$ cat config.mk
export PLATFORM = sky130hd
export DESIGN_NAME = bqlim_front
export DESIGN_NICKNAME = d
export VERILOG_FILES = /design/src/hw/rtl/bqlim_pkg.sv /design/src/hw/rtl/bqlim_front.sv
export SDC_FILE = /design/constraint.sdc
export NUM_CORES = 1
export LEC_CHECK = 0
export BUFFER_PORTS_ARGS = -buffer_cell sky130_fd_sc_hd__buf_2
export CAP_MARGIN = 10
export CORE_AREA = 4 4 93 95
export DETAILED_ROUTE_END_ITERATION = 10
export DIE_AREA = 0 0 97 99
export PLACE_DENSITY_LB_ADDON = 0.05
export SKIP_LAST_GASP = 1
export SLEW_MARGIN = 30
export SYNTH_ARGS = -nofsm -noshare
export SYNTH_HDL_FRONTEND = slang
export SYNTH_SLANG_ARGS = --single-unit
$ cat constraint.sdc
create_clock -name vclk -period 1
set_clock_uncertainty 0.2 [all_clocks]
set_input_delay 0.15 -clock vclk [all_inputs]
set_output_delay 0.15 -clock vclk [all_outputs]
set_load 0.1 [all_outputs]
$ cat src/hw/rtl/bqlim_pkg.sv
// Shared types and constants of the biquad filter with output limiter.
// Used by every module of the block; depends on nothing.
`default_nettype none

package bqlim_pkg;

  localparam int unsigned SAMPLE_W  = 32;
  localparam int unsigned SHORT_W   = 16;
  localparam int unsigned CH_W      = 3;
  localparam int unsigned COEF_W    = 32;
  localparam int unsigned Y_W       = 40;
  localparam int unsigned MODE_W    = 2;
  localparam int unsigned MASK_W    = 8;
  localparam int unsigned REG_IDX_W = 3;

  // taps of the difference equation
  localparam int unsigned TAPS   = 5;
  localparam int unsigned TAP_B0 = 0;
  localparam int unsigned TAP_B1 = 1;
  localparam int unsigned TAP_B2 = 2;
  localparam int unsigned TAP_A1 = 3;
  localparam int unsigned TAP_A2 = 4;

  // operand split for the partial products
  localparam int unsigned SPLIT_W = 20;
  localparam int unsigned PROD_W  = COEF_W + Y_W;

  localparam int unsigned QUEUE_DEPTH = 2;
  localparam int unsigned QPTR_W      = 1;
  localparam int unsigned QCNT_W      = 2;

  localparam logic signed [Y_W-1:0] LIMIT_16 = 40'sd32767;
  localparam logic signed [Y_W-1:0] LIMIT_32 = 40'sd2147462173;

  localparam logic [COEF_W-1:0] COEF_ONE = 32'h1000_0000;

  localparam logic [MODE_W-1:0] MODE_BYPASS   = 2'd0;
  localparam logic [MODE_W-1:0] MODE_ONE_POLE = 2'd1;

  localparam logic [REG_IDX_W-1:0] REG_FILTER_MODE   = 3'd0;
  localparam logic [REG_IDX_W-1:0] REG_COEF_B0       = 3'd1;
  localparam logic [REG_IDX_W-1:0] REG_COEF_B1       = 3'd2;
  localparam logic [REG_IDX_W-1:0] REG_COEF_B2       = 3'd3;
  localparam logic [REG_IDX_W-1:0] REG_COEF_A1       = 3'd4;
  localparam logic [REG_IDX_W-1:0] REG_COEF_A2       = 3'd5;
  localparam logic [REG_IDX_W-1:0] REG_CHANNEL_MASK  = 3'd6;
  localparam logic [REG_IDX_W-1:0] REG_SAMPLE_FORMAT = 3'd7;

  typedef enum logic [1:0] {
    KIND_PASS,
    KIND_CLAMP,
    KIND_ONE_POLE,
    KIND_BIQUAD
  } kind_e;

  typedef struct packed {
    logic [MODE_W-1:0]            mode;
    logic [TAPS-1:0][COEF_W-1:0]  coef;
    logic [MASK_W-1:0]            mask;
    logic                         wide;
  } cfg_t;

  typedef struct packed {
    logic [CH_W-1:0]     channel;
    kind_e               kind;
    logic                wide;
    logic [SAMPLE_W-1:0] x;
  } op_t;

endpackage

`default_nettype wire

$ cat src/hw/rtl/bqlim_front.sv
// Input side: normalizes the sample and classifies the word by channel and mode.
// Depends on bqlim_pkg.
`default_nettype none

module bqlim_front #(
  parameter int CHANNELS = 8
) (
  input  logic                           s_valid_i,
  output logic                           s_ready_o,
  input  logic [bqlim_pkg::CH_W-1:0]     channel_i,
  input  logic [bqlim_pkg::SAMPLE_W-1:0] sample_i,
  input  bqlim_pkg::cfg_t                cfg_i,
  input  logic                           full_i,
  output logic                           push_o,
  output bqlim_pkg::op_t                 op_o
);

  logic enabled;

  assign s_ready_o = !full_i;
  assign push_o    = s_valid_i && !full_i;
  assign enabled   = (int'(channel_i) < CHANNELS) && cfg_i.mask[channel_i];

  always_comb begin
    op_o.channel = channel_i;
    op_o.wide    = cfg_i.wide;
    op_o.x       = cfg_i.wide ? sample_i
                 : {{(bqlim_pkg::SAMPLE_W - bqlim_pkg::SHORT_W){sample_i[bqlim_pkg::SHORT_W-1]}},
                    sample_i[bqlim_pkg::SHORT_W-1:0]};
    if (!enabled) begin
      op_o.kind = bqlim_pkg::KIND_PASS;
    end else begin
      unique case (cfg_i.mode)
        bqlim_pkg::MODE_BYPASS:   op_o.kind = bqlim_pkg::KIND_CLAMP;
        bqlim_pkg::MODE_ONE_POLE: op_o.kind = bqlim_pkg::KIND_ONE_POLE;
        default:                  op_o.kind = bqlim_pkg::KIND_BIQUAD;
      endcase
    end
  end

endmodule

`default_nettype wire

Word level (Yosys, flattened, before mapping)

Index checks and enable logic that the tools add are counted.

Latch bits: 0
Memory bits (read-only): 0
Memories kept: 0
Register bits: 0
Output and inout port bits: 40
Logic and storage cells: 10
Memory bits (writable): 0
Bits of input ports: 208

Add/subtract/negate cells: 0
Shift-type cells: 0
Bitwise logic cells: 0
Eq/ne operators: 1
Multiplexer cells: 5
Order comparisons: 1
Div/mod/pow operators: 0
Reduce and logical (&&, ||, !) cells: 3
Multipliers: 0

Operators with widths:

| cell               | count |
|---|---|
| $mux 32            | 1 |
| $lt 3x4->1 const B | 1 |
| $pmux 2 s2         | 1 |
| $bmux 1 s3         | 1 |
| $eq 2x1->1 const B | 1 |
| $logic_not 2->1    | 1 |
| $mux 2             | 1 |
| $logic_and 1x1->1  | 1 |
| $logic_not 1->1    | 1 |
| $mux 1             | 1 |

Longest topological paths before layout

Depth in word-level cells: 3
Gate-level depth with buffers: 5
Depth with buffers taken out: 3

Worst setup path after synthesis

OpenSTA, ideal clock, no wires.

Kind: input-to-output
Start: input channel_i[0] in the netlist's numbering
End: output op_o[33] in the netlist's numbering
Arrival time: 2.551 ns
Cell stages on the path: 3
Buffers on the path: 0
Setup slack: -1.901 ns
Path through: mux2i_1 > a22o_1 > nor3_1

RTL lines:

| what            | RTL line          | text |
|---|---|---|
| start, declared | bqlim_front.sv:10 | `input logic [bqlim_pkg::CH_W-1:0] channel_i,` |
| end, declared   | bqlim_front.sv:15 | `output bqlim_pkg::op_t op_o` |

==> results.py <==
metrics = {
    "die": {
        "coreArea_um2": 7730,
        "start_util": 0.0521,
        "io_pins": 248,
        "fp.dieW_um": 97,
        "die_h_um": 99,
        "row_count": 32,
        "die_area_um2": 9600,
    },
    "layout": {
        "n_clock_buffer": 0,
        "regArea_um2": 0,
        "nets": 326,
        "syn2layout_area_growth_pct": 265,
        "fillers": 857,
        "diodes": 0,
        "layout-drive-gt1-share": 0.802,
        "fin_area_um2": 1470,
        "seq_cell_count": 0,
    },
    "route": {
        "remaining_drc_errors": 0,
        "wl_per_cell_um": 10.7,
        "vias": 595,
        "wl_um": 2330,
        "dr.pass1.iters": 3,
        "post_drt_via_cell_ratio": 2.73,
        "ant_nets": 0,
        "drt_iter0_drc": 2,
    },
    "hold_path": {
        "whs_path_depth": 0,
        "hold_end": "op_o[11]",
        "hold_path.class": "input pin to output port",
        "worstHoldStart": "sample_i[11]",
    },
    "power": {
        "pwr-share-comb": 1.000,
        "power_switching_uw": 825,
        "p_clk_frac": 0,
        "internal_power_uw": 495,
        "sw_frac_of_total": 0.625,
        "ir_drop_v": 0.000276,
        "seq_power_share": 0,
        "powerDensity_nw_per_um2": 897,
        "power_leakage_uw": 0.000643,
    },
    "sta": {
        "rsz0062_at_grt": "yes",
        "period_share": 1.42,
        "tns_ns": -3.67,
        "post-route-min-period_ns": 1.42,
        "worst_slack_ns": -0.422,
        "max_freq_ghz": 0.703,
        "hold_viol": 0,
        "max_slew_margin": 0.821,
        "report.final.slew_viol_count": 0,
        "setup_violations": 18,
        "tightestPinTransition_ns": 0.268,
    },
    "synth": {
        "synth_cells": 73,
        "syn_area_per_cell_um2": 5.52,
        "yosysTopAreaCell": "buf_4",
        "yosysSeqAreaShare": 0,
        "netlist.area_leader.share": 0.373,
        "ys_types": 14,
        "synthTopCellsByArea": "buf_4 37%, nand2_1 31%, mux2_2 5.6%",
        "ys_warn_count": 0,
        "netlist_area_um2": 403,
        "synth_nets": 281,
    },
    "setup_path": {
        "crit_arrival_ns": 1.07,
        "end_kind": "output port",
        "critPathMaxFanout": 5,
        "crit_type": "input pin to output port",
        "critPathLaunchType": "input pin",
        "cp.required_ns": 0.65,
    },
    "status": {
        "status": "finished with violations",
        "violations": "setup timing",
    },
    "grt": {
        "antenna_found_initial": 0,
        "grt_pass1_vias": 699,
        "grt_max_degree": 7,
        "gr-total-overflow": 0,
        "grt.total_usage": 0.0452,
        "grt_pass1_wl_um": 3670,
    },
    "place": {
        "post_dp_cell_area_um2": 1460,
        "place.gp.congestion": 0.651,
        "hpwl_um": 2250,
        "io_buffers": 58,
        "preCtsSetupSlack_ns": -0.486,
    },
    "clock_network": {
        "post_cts_buffers": 0,
    },
    "job": {
        "drv_cap": 0,
    },
}
==> layout by cell type (no fill, tap or decap), types with 2 or more instances in the layout <==
cell and n:
nand2_1 16, nor3_4 2, mux2_4 2, nand2_8 16
buf_2 31, buf_4 7, nor2b_1 2, nor2_1 2
buf_12 28, mux2i_1 2
==> worst max-delay path by stage <==
stage               cells after the start       end         start  slack, ns
floorplan                               3  op_o[33]  channel_i[0]      -0.62
global placement                        5  op_o[33]  channel_i[0]      -0.47
detailed placement                      5  op_o[33]  channel_i[0]      -0.49
CTS                                     5  op_o[33]  channel_i[0]      -0.44
global route                            5  op_o[34]  channel_i[0]      -0.46
finish                                  5  op_o[33]  channel_i[0]      -0.42
==> synth_stat cells (all sizes together) <==
| cell type | n |
|---|---|
| o22ai | 1 |
| mux2 | 2 |
| a22o | 1 |
| buf | 22 |
| nor2b | 3 |
| inv | 1 |
| nand2 | 33 |
| nor3 | 2 |
| nand2b | 2 |
| clkbuf | 2 |
| mux2i | 2 |
| nor2 | 2 |
==> metrics by stage <==
stage,power [uW],util,std cells,hold slack (ns)
finish,1320,0.190,218,0.100
global route,1370,0.190,218,0.100
CTS,1340,0.190,218,0.101
detailed placement,1330,0.189,218,0.101
global placement,1330,0.189,218,0.101
floorplan,1150,-,73,0.201
==> per-layer routing <==
metal	routed length, um	vias to the layer above	track usage
li1	-	292	-
met2	1040	49	0.0754
met1	875	250	0.0500
met4	21	0	0.00540
met5	0	-	0
met3	393	4	0.0290
==> cell families after synthesis <==
family,share of synthesized area
buffers and inverters,0.429
and+or+nand+nor,0.429
AOI/OAI and AO/OA,0.0373
muxes,0.106
==> what timing repair did <==
action / 4_1_cts / 5_1_grt
gates cloned: 0 / 0
hold buffers: 0 / 0
resized for setup: 4 / 1
endpoints found under the setup margin: 18 / 18
pin swaps: 3 / 0
==> final cells by class <==
cell class / count / area [um^2] / share of cell area
Timing Repair Buffer: 67 / 783 / 0.532
Inverter: 1 / 7.51 / 0.00510
Multi-Input combinational cell: 48 / 553 / 0.376
Tap cell: 102 / 128 / 0.0867
==> power groups by stage <==
stage / combinational, uW / clock, uW / sequential (uW)
2_1_floorplan: 1150 / 0 / 0
3_3_place_gp: 1330 / 0 / 0
3_5_place_dp: 1330 / 0 / 0
4_1_cts: 1340 / 0 / 0
5_1_grt: 1370 / 0 / 0
6_report: 1320 / 0 / 0
==> critical path, cell delays in order <==
cell     delay [ns]
buf_4          0.14
mux2_4         0.32
o22ai_4        0.21
nor3_4         0.08
buf_12         0.17
(Power assumes the default switching activity.)
