$ cat src/hw/rtl/bqlim_pkg.sv
// Shared types and constants of the biquad filter with output limiter.
// Used by every module of the block; depends on nothing.
`default_nettype none

package bqlim_pkg;

  localparam int unsigned SAMPLE_W  = 32;
  localparam int unsigned SHORT_W   = 16;
  localparam int unsigned CH_W      = 3;
  localparam int unsigned COEF_W    = 32;
  localparam int unsigned Y_W       = 40;
  localparam int unsigned MODE_W    = 2;
  localparam int unsigned MASK_W    = 8;
  localparam int unsigned REG_IDX_W = 3;

  // taps of the difference equation
  localparam int unsigned TAPS   = 5;
  localparam int unsigned TAP_B0 = 0;
  localparam int unsigned TAP_B1 = 1;
  localparam int unsigned TAP_B2 = 2;
  localparam int unsigned TAP_A1 = 3;
  localparam int unsigned TAP_A2 = 4;

  // operand split for the partial products
  localparam int unsigned SPLIT_W = 20;
  localparam int unsigned PROD_W  = COEF_W + Y_W;

  localparam int unsigned QUEUE_DEPTH = 2;
  localparam int unsigned QPTR_W      = 1;
  localparam int unsigned QCNT_W      = 2;

  localparam logic signed [Y_W-1:0] LIMIT_16 = 40'sd32767;
  localparam logic signed [Y_W-1:0] LIMIT_32 = 40'sd2147462173;

  localparam logic [COEF_W-1:0] COEF_ONE = 32'h1000_0000;

  localparam logic [MODE_W-1:0] MODE_BYPASS   = 2'd0;
  localparam logic [MODE_W-1:0] MODE_ONE_POLE = 2'd1;

  localparam logic [REG_IDX_W-1:0] REG_FILTER_MODE   = 3'd0;
  localparam logic [REG_IDX_W-1:0] REG_COEF_B0       = 3'd1;
  localparam logic [REG_IDX_W-1:0] REG_COEF_B1       = 3'd2;
  localparam logic [REG_IDX_W-1:0] REG_COEF_B2       = 3'd3;
  localparam logic [REG_IDX_W-1:0] REG_COEF_A1       = 3'd4;
  localparam logic [REG_IDX_W-1:0] REG_COEF_A2       = 3'd5;
  localparam logic [REG_IDX_W-1:0] REG_CHANNEL_MASK  = 3'd6;
  localparam logic [REG_IDX_W-1:0] REG_SAMPLE_FORMAT = 3'd7;

  typedef enum logic [1:0] {
    KIND_PASS,
    KIND_CLAMP,
    KIND_ONE_POLE,
    KIND_BIQUAD
  } kind_e;

  typedef struct packed {
    logic [MODE_W-1:0]            mode;
    logic [TAPS-1:0][COEF_W-1:0]  coef;
    logic [MASK_W-1:0]            mask;
    logic                         wide;
  } cfg_t;

  typedef struct packed {
    logic [CH_W-1:0]     channel;
    kind_e               kind;
    logic                wide;
    logic [SAMPLE_W-1:0] x;
  } op_t;

endpackage

`default_nettype wire

$ cat src/hw/rtl/bqlim_queue.sv
// Two-entry queue of classified words between the front and back sides.
// Depends on bqlim_pkg.
`default_nettype none

module bqlim_queue (
  input  logic           clk_i,
  input  logic           rst_ni,
  input  logic           push_i,
  input  bqlim_pkg::op_t op_i,
  input  logic           pop_i,
  output logic           full_o,
  output logic           valid_o,
  output bqlim_pkg::op_t op_o
);

  bqlim_pkg::op_t                    mem_q [bqlim_pkg::QUEUE_DEPTH];
  logic [bqlim_pkg::QPTR_W-1:0]      wr_ptr_q, wr_ptr_d;
  logic [bqlim_pkg::QPTR_W-1:0]      rd_ptr_q, rd_ptr_d;
  logic [bqlim_pkg::QCNT_W-1:0]      count_q, count_d;

  assign full_o  = (count_q == bqlim_pkg::QCNT_W'(bqlim_pkg::QUEUE_DEPTH));
  assign valid_o = (count_q != '0);
  assign op_o    = mem_q[rd_ptr_q];

  always_comb begin
    wr_ptr_d = push_i ? wr_ptr_q + 1'b1 : wr_ptr_q;
    rd_ptr_d = pop_i  ? rd_ptr_q + 1'b1 : rd_ptr_q;
    count_d  = count_q;
    if (push_i && !pop_i) begin
      count_d = count_q + 1'b1;
    end else if (pop_i && !push_i) begin
      count_d = count_q - 1'b1;
    end
  end

  always_ff @(posedge clk_i or negedge rst_ni) begin
    if (!rst_ni) begin
      wr_ptr_q <= '0;
      rd_ptr_q <= '0;
      count_q  <= '0;
    end else begin
      wr_ptr_q <= wr_ptr_d;
      rd_ptr_q <= rd_ptr_d;
      count_q  <= count_d;
    end
  end

  always_ff @(posedge clk_i) begin
    if (push_i) begin
      mem_q[wr_ptr_q] <= op_i;
    end
  end

  a_no_overflow: assert property (@(posedge clk_i) disable iff (!rst_ni)
    !(push_i && !pop_i && full_o))
    else $error("queue push while full");

endmodule

`default_nettype wire

$ cat config.mk
export PLATFORM = sky130hd
export DESIGN_NAME = bqlim_queue
export DESIGN_NICKNAME = d
export VERILOG_FILES = /design/src/hw/rtl/bqlim_pkg.sv /design/src/hw/rtl/bqlim_queue.sv
export SDC_FILE = /design/constraint.sdc
export NUM_CORES = 1
export LEC_CHECK = 0
export BUFFER_PORTS_ARGS = -buffer_cell sky130_fd_sc_hd__buf_4
export CAP_MARGIN = 10
export CELL_PAD_IN_SITES_DETAIL_PLACEMENT = 0
export CELL_PAD_IN_SITES_GLOBAL_PLACEMENT = 2
export CORE_MARGIN = 1
export CORE_UTILIZATION = 40
export DETAILED_ROUTE_END_ITERATION = 7
export GPL_ROUTABILITY_DRIVEN = 0
export GPL_TIMING_DRIVEN = 0
export PLACE_DENSITY_LB_ADDON = 0.1
export SLEW_MARGIN = 20
export SYNTH_ARGS = -nofsm -noshare
export SYNTH_HDL_FRONTEND = slang
export SYNTH_SLANG_ARGS = --single-unit
$ cat constraint.sdc
create_clock -name clk_i -period 7.4 [get_ports clk_i]
set_input_delay 0.37 -clock clk_i [delete_from_list [all_inputs] [get_ports clk_i]]
set_output_delay 0.37 -clock clk_i [all_outputs]
set_load 0.005 [all_outputs]
After elaboration in Yosys (flattened, before gate mapping)
Memories as Yosys holds them, arrays and structs flattened.
Cells that the tools add are included.
{"block": "word_totals", "reg_bits": 4, "ramBits": 76, "out_inout_bits": 40, "word_cells": 19, "memories": 1}
{"name": "mem_q", "depth": 2, "word_bits": 38, "rd": 1, "rd_ports_with_merged_regs": 0, "wr": 1, "line_no": "bqlim_queue.sv:16", "text": "bqlim_pkg::op_t mem_q [bqlim_pkg::QUEUE_DEPTH];"}
{"block": "op_classes", "addsub": 4, "n_eq_ne": 1, "n_mux": 4, "n_reduce_logical": 6}
{"op": "$mux W2", "count": 2}
{"op": "$reduce_bool A2 Y1", "count": 2}
{"op": "$add A1 B1 Y1 const B", "count": 2}
{"op": "$add A2 B1 Y2 const B", "count": 1}
{"op": "$eq A2 B2 Y1 const B", "count": 1}
{"op": "$logic_and A1 B1 Y1", "count": 2}
{"op": "$logic_not A1 Y1", "count": 2}
{"op": "$mux W1", "count": 2}
{"op": "$sub A2 B1 Y2 const B", "count": 1}

Longest topological paths before layout
{"block": "logic_depth", "ltp_word": 4, "depth_mapped": 5}

Worst setup path before layout
OpenSTA, ideal clock, no wires.
{"block": "synth_timing", "kind": "register to register", "startpoint": "register wr_ptr_q", "endpoint": "memory mem_q[0][0] (netlist bit) (enable)", "setup_time_ns": 0.438, "t_arrival_ns": 2.105, "t_required_ns": 6.962, "setup_slack_ns": 4.857, "stages_incl_launch_ff": 2, "path_buffers": 0, "synth_period_minus_slack_ns": 2.543, "cell_sequence": "dfrtp_1 > nor2b_1"}
{"element": "start, declared", "line_no": "bqlim_queue.sv:17", "text": "logic [bqlim_pkg::QPTR_W-1:0] wr_ptr_q, wr_ptr_d;"}
{"element": "start signal, assigned", "line_no": "bqlim_queue.sv:42", "text": "wr_ptr_q <= wr_ptr_d;"}
{"element": "end, declared", "line_no": "bqlim_queue.sv:16"}
Straight into the memory's write port.

==> impl_results.md <==
* Status: completed
* Synthesized area at 2978 µm²
* Asr flop ratio synth at 0.05000
* Core ar. at 7214 µm²
* Final Max Tran Viols at 0
* Slew Limit Headroom at 0.6075
* Initial antenna violation count at 0
* N_diodes at 0
* Top cells by area, synth: edfxtp_1 (77%), mux2_2 (11%), mux2_4 (5.0%), dfrtp_1 (3.4%), xor2_1 (1.2%)
* GRT Total Usage at 0.1281
* Post-Synth Adder-Cell Area at 0.004202
* P_leak at 1.537 nW
* WL final at 4.693 mm
* Final Setup Violations at 0
* Final Non-Filler Cells at 333
* Global route overflow at 0
* Avg Cell Area, Syn at 22.22 µm²
* Worst path cell trace: buf_6, buf_8, mux2_4, buf_4
* Worst-path clk slew at 0.08 ns
* Post-Place Cell Area at 3774 µm²
* Total die area at 7793 µm²
* CTS Sinks at 80
* Post-route cell area at 3971 µm²
* CTS tree: done
* Postcts setup bufs at 0
* XOR/XNOR Fraction of Synth Area at 0.01471
* Syn-to-layout area delta at 33.36%
* Top cell type by total area after synthesis: edfxtp_1
* Mapped Cells at 134
* First DRT Iteration DRCs at 69
* Synth cell count leaders: edfxtp_1 (76), mux2_2 (28), mux2_4 (10), dfrtp_1 (4), xor2_1 (4)
* Die width at 88.28 µm
* Starting Density at 0.4128
* Cell family with most CP delay: buffers and inverters
* Vias at 1496
* Compound-cell area share of the yosys netlist at 0
* Post-synth top flop: edfxtp_1
* Root Buffer: clkbuf_8
* Setup Skew at 0.01275 ns
* Synth Register Bits at 80
* Post-synthesis mux area share at 0.1563
* Most frequent cell after synthesis: edfxtp_1
* Row count at 31
* Share of the synthesized area in the top cell type at 0.7664
* HPWL Detailed at 3.203 mm
* Syn nets at 177
* CP Launch Type: flop
* Final critical-path share of the clock period at 0.2528
* Max Freq at 534.6 MHz
* Placed cell count at 316
* Number of global-route vias before repair at 1517
* Pwr per Cell Area at 348.1 nW/µm²
* WP buf/inv at 3
* Slew @ Worst Pin at 0.5875 ns
* Setup_tns at 0 ns
* H-Tree Depth at 3
* Ys Warns at 0
* Critical path arrival at 1.50 ns
* First-pass GRT wire length at 7.086 mm
* CP max stage delay at 0.38 ns
* WHS at 0.2095 ns
* Drt wl/cell at 14.09 µm
* Maximum VDD drop at 169.7 µV
* CP Class: reg2out
* Worst hold path type: in2reg
* IO buf count at 81
* Synthesized-area fraction occupied by and/or/nand/nor cells at 0.009664
* Total Power at 1.382 mW
* I/O pin cnt at 82
* RSZ-0062 raised after global routing: false
* EDFF count, synth at 76
* DRC at 0
* Largest net degree at the start of global routing at 23
* Critical Path End Type: output port
* Die Height at 88.28 µm
* Vias per inst at 4.492
* Main combinational cell family by area after synthesis: multiplexers
* CTS Buffer Depth at 2
* Synth cell types at 15
* Minimum clock period at 1.871 ns
* Drt first pass iters at 5
* Fin. Hold Viols at 0
* Worst EP required at 7.03 ns
* Share of layout cells above drive strength 1 at 0.6068
* Final Net Count at 272
* Maxcap violations at 0
* Post-route ant nets at 0
* Seq/Total Area, Yosys at 0.8000
* Total CTS buffers at 9
* Max FO, Critical Path at 10
* CTS resizes at 0
* Slowest cell on crit path: dfrtp_1
* Worst-Skew Late Latency at 0.34 ns
metrics by stage:
stage | setup slack, ns | util
global route | 5.440 | 0.5505
CTS | 5.490 | 0.5505
finish | 5.529 | 0.5505
global placement | 3.890 | 0.5142
detailed placement | 5.810 | 0.5231
floorplan | 4.857 | -
worst reg2reg max path, cell delays in order (launching register included):
cell,delay [ns]
dfrtp_1,0.43
nor2b_4,0.50
buf_16,0.25
cell type report:
cell class	count	area, µm²
clock inverters	6	60.06
inverters	1	3.754
plain buffers	4	41.29
clock buffers	10	127.6
repair buffers	84	673.1
fillers	598	3243
well taps	99	123.9
multi-input cells	49	559.3
flip-flops and latches	80	2382
metal layers:
metal | up-vias | global-route usage | part of all wire
met2 | 48 | 0.2210 | 0.53
met4 | 0 | 0.07918 | 0.018
met3 | 9 | 0.04011 | 0.054
met1 | 729 | 0.1373 | 0.39
met5 | - | 0 | 0
li1 | 710 | - | -
kinds of logic after synthesis:
kind of cell,after synthesis
buffers and inverters,5
muxes,38
adders and majority gates,1
xor gates and xnor gates,5
and+or+nand+nor,5
DFF,80
placed cells by master (no fill, tap or decap), types with 2 or more instances in the layout:
master | netlist | layout
edfxtp_1 | 76 | 76
mux2_4 | 10 | 10
clkbuf_8 | 0 | 9
buf_16 | 0 | 2
buf_4 | 2 | 83
xor2_1 | 4 | 4
mux2_2 | 28 | 28
clkinv_2 | 0 | 2
dfrtp_1 | 4 | 4
state kept, by name, indices dropped and copies added, names as in the netlist:
| name | count |
|---|---|
| mem_q | 76 |
| rd_ptr_q | 1 |
| count_q | 2 |
| wr_ptr_q | 1 |
timing repair:
action,4_1_cts,5_1_grt
hold buffers,1,0
endpoints found under the setup margin,0,0
hold endpoints to repair,4,0
where the power goes:
part / total (mW) / internal [mW] / switching, mW
logic: 0.455 / 0.276 / 0.179
clock network: 0.298 / 0.154 / 0.144
registers: 0.630 / 0.602 / 0.0279
final timing paths:
path	startpoint	end	slack, ns	cells after the start
worst min-delay path	op_i[33]	mem_q[0][33]	0.21	1
max in group asynchronous	rst_ni	wr_ptr_q	6.94	2
worst max register to register	wr_ptr_q	mem_q[0][7]	5.92	2
worst max-delay path	rd_ptr_q	op_o[27]	5.53	4
worst min register to register	count_q[1]	count_q[1]	0.49	1
min in group asynchronous	rst_ni	count_q[0]	0.36	2
(Power assumes the default switching activity.)
